### src/rtl/skt_pkg.sv
// Package for the sorted key table: sizes, command and status codes, beat types.
`default_nettype none
package skt_pkg;

    localparam int CAPACITY = 64;
    localparam int CNT_W    = $clog2(CAPACITY + 1);
    localparam int KEY_W    = 32;
    localparam int PAY_W    = 32;
    localparam int ENTRY_COUNT_W = 7;

    localparam logic [1:0] CMD_INSERT = 2'd0;
    localparam logic [1:0] CMD_DELETE = 2'd1;
    localparam logic [1:0] CMD_LOOKUP = 2'd2;

    localparam logic [1:0] ST_DONE      = 2'd0;
    localparam logic [1:0] ST_DUPLICATE = 2'd1;
    localparam logic [1:0] ST_FULL      = 2'd2;
    localparam logic [1:0] ST_NOT_FOUND = 2'd3;

    typedef struct packed {
        logic [1:0]              command;
        logic signed [KEY_W-1:0] key;
        logic [PAY_W-1:0]        payload;
    } cmd_beat_t;

    typedef struct packed {
        logic [1:0]               status;
        logic [PAY_W-1:0]         found_payload;
        logic [ENTRY_COUNT_W-1:0] entry_count;
    } rsp_beat_t;

    typedef struct packed {
        logic load_flags;
        logic shift_ins;
        logic shift_del;
    } cell_ctl_t;

endpackage
`default_nettype wire

### src/rtl/skt_cell.sv
// One table slot: holds a key and payload, compares against the command key, shifts with neighbors.
`default_nettype none
module skt_cell
    import skt_pkg::*;
(
    input  wire logic                     clk,
    input  wire cell_ctl_t                ctl,
    input  wire logic                     occupied,
    input  wire logic signed [KEY_W-1:0]  cmp_key,
    input  wire logic signed [KEY_W-1:0]  new_key,
    input  wire logic [PAY_W-1:0]         new_payload,
    input  wire logic signed [KEY_W-1:0]  left_key,
    input  wire logic [PAY_W-1:0]         left_payload,
    input  wire logic                     left_gt,
    input  wire logic signed [KEY_W-1:0]  right_key,
    input  wire logic [PAY_W-1:0]         right_payload,
    output logic signed [KEY_W-1:0]       key,
    output logic [PAY_W-1:0]              payload,
    output logic                          gt,
    output logic                          eq
);

    logic signed [KEY_W-1:0] key_reg;
    logic [PAY_W-1:0]        payload_reg;
    logic                    gt_reg;
    logic                    eq_reg;

    always_ff @(posedge clk)
    begin
        if (ctl.load_flags)
        begin
            gt_reg <= !occupied || (key_reg > cmp_key);
            eq_reg <= occupied && (key_reg == cmp_key);
        end
        if (ctl.shift_ins && gt_reg)
        begin
            key_reg     <= left_gt ? left_key : new_key;
            payload_reg <= left_gt ? left_payload : new_payload;
        end
        else if (ctl.shift_del && (gt_reg || eq_reg))
        begin
            key_reg     <= right_key;
            payload_reg <= right_payload;
        end
    end

    assign key     = key_reg;
    assign payload = payload_reg;
    assign gt      = gt_reg;
    assign eq      = eq_reg;

endmodule
`default_nettype wire

### config.mk
export PLATFORM = sky130hd
export DESIGN_NAME = skt_cell
export DESIGN_NICKNAME = d
export VERILOG_FILES = /design/src/rtl/skt_pkg.sv /design/src/rtl/skt_cell.sv
export SDC_FILE = /design/constraint.sdc
export NUM_CORES = 1
export LEC_CHECK = 0
export ABC_AREA = 1
export CAP_MARGIN = 10
export CELL_PAD_IN_SITES_DETAIL_PLACEMENT = 1
export CELL_PAD_IN_SITES_GLOBAL_PLACEMENT = 2
export CORE_MARGIN = 8
export CORE_UTILIZATION = 34
export CTS_BUF_LIST = sky130_fd_sc_hd__clkbuf_4 sky130_fd_sc_hd__clkbuf_8
export CTS_CLUSTER_SIZE = 12
export DETAILED_ROUTE_END_ITERATION = 8
export DONT_BUFFER_PORTS = 1
export PLACE_DENSITY = 0.9
export SLEW_MARGIN = 10
export SYNTH_ARGS = -nofsm -noshare
export SYNTH_HDL_FRONTEND = slang
export SYNTH_SLANG_ARGS = --single-unit
### constraint.sdc
create_clock -name clk -period 3.48 [get_ports clk]
set_clock_uncertainty 0.15 [all_clocks]
set_input_delay 0.348 -clock clk [delete_from_list [all_inputs] [get_ports clk]]
set_output_delay 0.348 -clock clk [all_outputs]
set_load 0.02 [all_outputs]
# Yosys cells after proc, flatten, opt, wreduce, memory -nomap -nowiden
# Cells that the tools add are included.
# Widths: inputs -> output; s select.
[totals] reg_bits=66 inputBits=230
[op_classes] order_cmp=1 eq_ne=1 mux=6 reduce_logical=7
[ops] op="$mux 32" n=6
[ops] op="$eq 32x32->1" n=1
[ops] op="$gt 32x32->1" n=1
[ops] op="$logic_and 1x1->1" n=3
[ops] op="$logic_or 1x1->1" n=2
[ops] op="$reduce_bool 2->1" n=1
[ops] op="$logic_not 1->1" n=1

# Longest topological paths before layout
[logic_depth] depth_word=4 depth_mapped=16

# Worst setup path after synthesis
# Ideal clock, no wire load.
[synth_timing] kind="reg-to-reg" start="reg gt_reg, in the netlist gt" end="reg key_reg[0], in the netlist key[0], enable pin" setup_time_ps=690 arrival_time_ps=2039 required_ps=2640 slack_ps=601 path_stages_with_launch=4 path_buffers=1 cell_sequence="edfxtp_1 > nand2_1 > clkbuf_1 > nand2_1"
[synth_between] elab_chain_len=3 word_cells_on_any_way=4
[synth_lines] element="from (decl)" line="skt_cell.sv:25" text="logic gt_reg;"
[synth_lines] element="from (signal assigned)" line="skt_cell.sv:32" text="gt_reg <= !occupied || (key_reg > cmp_key);"
[synth_lines] element="$logic_or 1x1->1" line="skt_cell.sv:40" text="else if (ctl.shift_del && (gt_reg || eq_reg))"
[synth_lines] element="$logic_and 1x1->1" line="skt_cell.sv:40"
[synth_lines] element="$reduce_bool 2->1 (no line) (*)"
[synth_lines] element="to (signal assigned)" line="skt_cell.sv:37" text="key_reg <= left_gt ? left_key : new_key;"
[synth_lines] element="to (signal assigned)" line="skt_cell.sv:42" text="key_reg <= right_key;"
[synth_lines] element="to (decl)" line="skt_cell.sv:23" text="logic signed [KEY_W-1:0] key_reg;"
# Every way passes the cells marked *; elsewhere a longest branch is shown, timed or not.
# A chain may end at the register's enable or synchronous reset.

# Worst setup path in the final report
[layout_timing] start="reg key_reg[31], in the netlist key[31]" end="reg gt_reg, in the netlist gt, data pin"
[layout_between] elab_chain_len=2
[layout_lines] element="$gt 32x32->1" line="skt_cell.sv:32"
[layout_lines] element="$logic_or 1x1->1" line="skt_cell.sv:32"
# Every way passes these cells.

==> results.md <==
* Max VDD drop at 0.157 mV
* Final Critical Period at 2.22 ns
* Synth Flop Type: edfxtp_1
* Starting Density at 34.7%
* CTS Buf Count at 9
* Critical path launch point type: flip-flop
* Final WL at 14.7 mm
* WP buf/inv at 1
* Synth async-reset ratio at 0%
* Slew of the pin with the lowest slew margin at 1.16 ns
* Synthesized area at 4150 um2
* Io pins at 296
* Outcome: finished, final reports clean
* Sum of negative setup slack at 0 ns
* Gr usage total at 17.5%
* Post-synthesis cell count at 503
* Post-CTS Setup Bufs at 0
* Peak Freq at 0.450 GHz
* DR WL/cell at 22.8 um
* CTS tree: done
* CTS sink count at 66
* Area leader, netlist: edfxtp_1
* Sequential share of the synthesized area at 47.7%
* Critical R2R Capture: gt$_DFFE_PP_
* Non-filler cells, final at 644
* Commonest cells post-synth: 142 x a21oi_1, 101 x nand2_1, 70 x nor2_1
* Hpwl dp at 11.3 mm
* Crit-path max cell delay at 0.52 ns
* DR iter-0 viols at 121
* Fin nets at 754
* Delay-heaviest family, CP: simple AND/OR/NAND/NOR gates
* Syn nets at 765
* Initial antenna violation count at 0
* Via count at 3630
* Hold WC Path Type: in2reg
* Flop and latch count out of synthesis at 66
* DRC Markers at 0
* Crit path arrival time at 2.16 ns
* CTS H-tree lvls at 3
* Worst setup EP type: flip-flop
* Area contributors post-synth: edfxtp_1 48%, a21oi_1 17%, ha_1 9.6%
* Final period utilization at 63.8%
* Most frequent CP cell: nand2_2
* Number of I/O port buffers at 0
* Antenna diodes at 0
* Grt ovf at 0
* Top cell type's share of synthesized area at 47.7%
* R2r setup slk at 1.26 ns
* First-pass GRT wire length at 22.0 mm
* Post-placement cell count at 626
* RSZ-0062 raised after global routing: false
* CP startpoint: key[31]$_DFFE_PP_
* Relative slew slack at 22.4%
* EDFF count, synth at 66
* Synthesis warning total at 0
* Max-slew violation count at 0
* Slowest cell on crit path: edfxtp_1
* Hold Buf Count CTS at 2
* Die span in y at 127 um
* CTS max path bufs at 2
* Clock latency at the later pin of the worst-skew pair at 0.33 ns
* Critical path type: reg2reg
* Post-DP Area at 4270 um2
* CP required at 3.42 ns
* Top-count cell post-synth: a21oi_1
* GPL Wtd Cong at 0.772
* Critical Path Sink: gt$_DFFE_PP_
* Chip Width at 127 um
* Die area at 16000 um2
* Crit path depth at 9
* CTS root buffer: clkbuf_8
* Fin. Hold Viols at 0
* Area growth, synth to finish at 8.53%
* Core area at 12000 um2
* Worst reg-to-reg path cell count at 9
* Post-synth cell types at 22
* PostCTS Resize Cnt at 0
* Clock-pin slew on the worst setup and hold paths at 0.07 ns
* Lkg Pwr at 1.88 nW
* Share of layout cells above drive strength 1 at 6.44%
* Initial DRT Pass Iterations at 4
* Final setup vio count at 0
* Fillers at 1450
* Largest net degree at the start of global routing at 66
* Routed Antenna Nets at 0
* Syn avg cell area at 8.25 um2
* Design area at 4510 um2
* Power per standard cell area at 508 nW/um2
* # rows at 40
* Post-DR vias/cell at 5.64
* Crit-path cells: ha_1 -> nand2_2 -> nor2_2 -> nand2_2 -> inv_2 -> nand4_1 -> or3_1 -> nand3_1 -> nand2_1
* Crit-path max FO at 4
* Vias in the first global route at 4065
* Max Cap Violations at 0
* Worst R2R Start: key[31]$_DFFE_PP_
==> metrics by stage <==
stage	total power [W]	setup WS (ns)	util, %	hold WS [ns]
6_report	0.00229	1.26	37.7	0.0997
5_1_grt	0.00241	1.14	37.7	0.0721
4_1_cts	0.00232	1.22	37.7	0.0705
3_5_place_dp	0.00160	1.23	35.7	0.311
3_3_place_gp	0.00158	1.27	35.7	0.311
2_1_floorplan	0.00148	0.601	-	0.310
==> per-layer routing <==
metal	share of wire [%]	GRT usage, %	routed length [um]
met1	36	17.1	5290
met2	51	31.7	7470
met3	11	8.21	1580
met4	2.3	6.30	334
met5	0	0	0
==> cell usage in the layout, fill, tap and decap left out <==
cell type and n:
clkinv_2 2, clkbuf_4 1, nor2_4 1, o21a_1 2, nand2_4 1, nor4_1 1
o21ai_0 3, nand4_1 2, nor2_1 70, buf_4 1, clkbuf_8 9, clkinv_1 1
a21oi_1 142, dlygate4sd3_1 2, and3_1 1, or3_1 1, a21o_1 1, inv_2 7
edfxtp_1 66, nand2_1 99, ha_1 32, inv_1 37, nand4_4 1, nor2_2 2
bufinv_16 2, nand2_2 3, clkinvlp_4 1, nand3_1 5, buf_12 1
==> where the power goes <==
part | total (W) | internal (W) | switching [W]
combinational | 0.000388 | 0.000136 | 0.000251
clock | 0.000712 | 0.000407 | 0.000305
sequential | 0.00119 | 0.00101 | 0.000181
total | 0.00229 | 0.00155 | 0.000737
==> worst register-to-register path: stages, from the launching register on <==
cell	delay (ns)
edfxtp_1	0.52
ha_1	0.42
nand2_2	0.08
nor2_2	0.13
nand2_2	0.07
inv_2	0.06
nand4_1	0.09
or3_1	0.32
nand3_1	0.08
nand2_1	0.05
==> area by class of cell <==
| class | instances | area [um2] | share of cell area [%] |
|---|---|---|---|
| inverter | 44 | 165 | 3.67 |
| sequential | 66 | 1980 | 44.0 |
| clock buffer | 10 | 131 | 2.92 |
| clock inverter | 6 | 81.3 | 1.81 |
| multi-input combinational | 367 | 1910 | 42.5 |
| timing repair buffer | 4 | 47.5 | 1.06 |
| tap | 147 | 184 | 4.08 |
==> how the worst min path moves through the flow <==
| stage | start | end | slack (ns) | depth (start not counted) |
|---|---|---|---|---|
| floorplan | ctl[2] | eq$_DFFE_PP_ | 0.31 | 0 |
| global route | right_key[26] | key[26]$_DFFE_PP_ | 0.07 | 2 |
| CTS | right_key[26] | key[26]$_DFFE_PP_ | 0.07 | 2 |
| global placement | ctl[2] | eq$_DFFE_PP_ | 0.31 | 0 |
| detailed placement | ctl[2] | eq$_DFFE_PP_ | 0.31 | 0 |
| finish | right_payload[8] | payload[8]$_DFFE_PP_ | 0.1 | 2 |
==> cell families (layout without fill, tap and decap cells) <==
logic type,after synthesis,in the layout,share of synthesized area (%)
and+or+nand+nor,187,187,18.2
AOI/OAI and AO/OA,148,148,18.0
buffers and inverters,70,64,6.39
DFF,66,66,47.7
adders and majority gates,32,32,9.64
No activity file was read; power rests on OpenSTA's default activity.
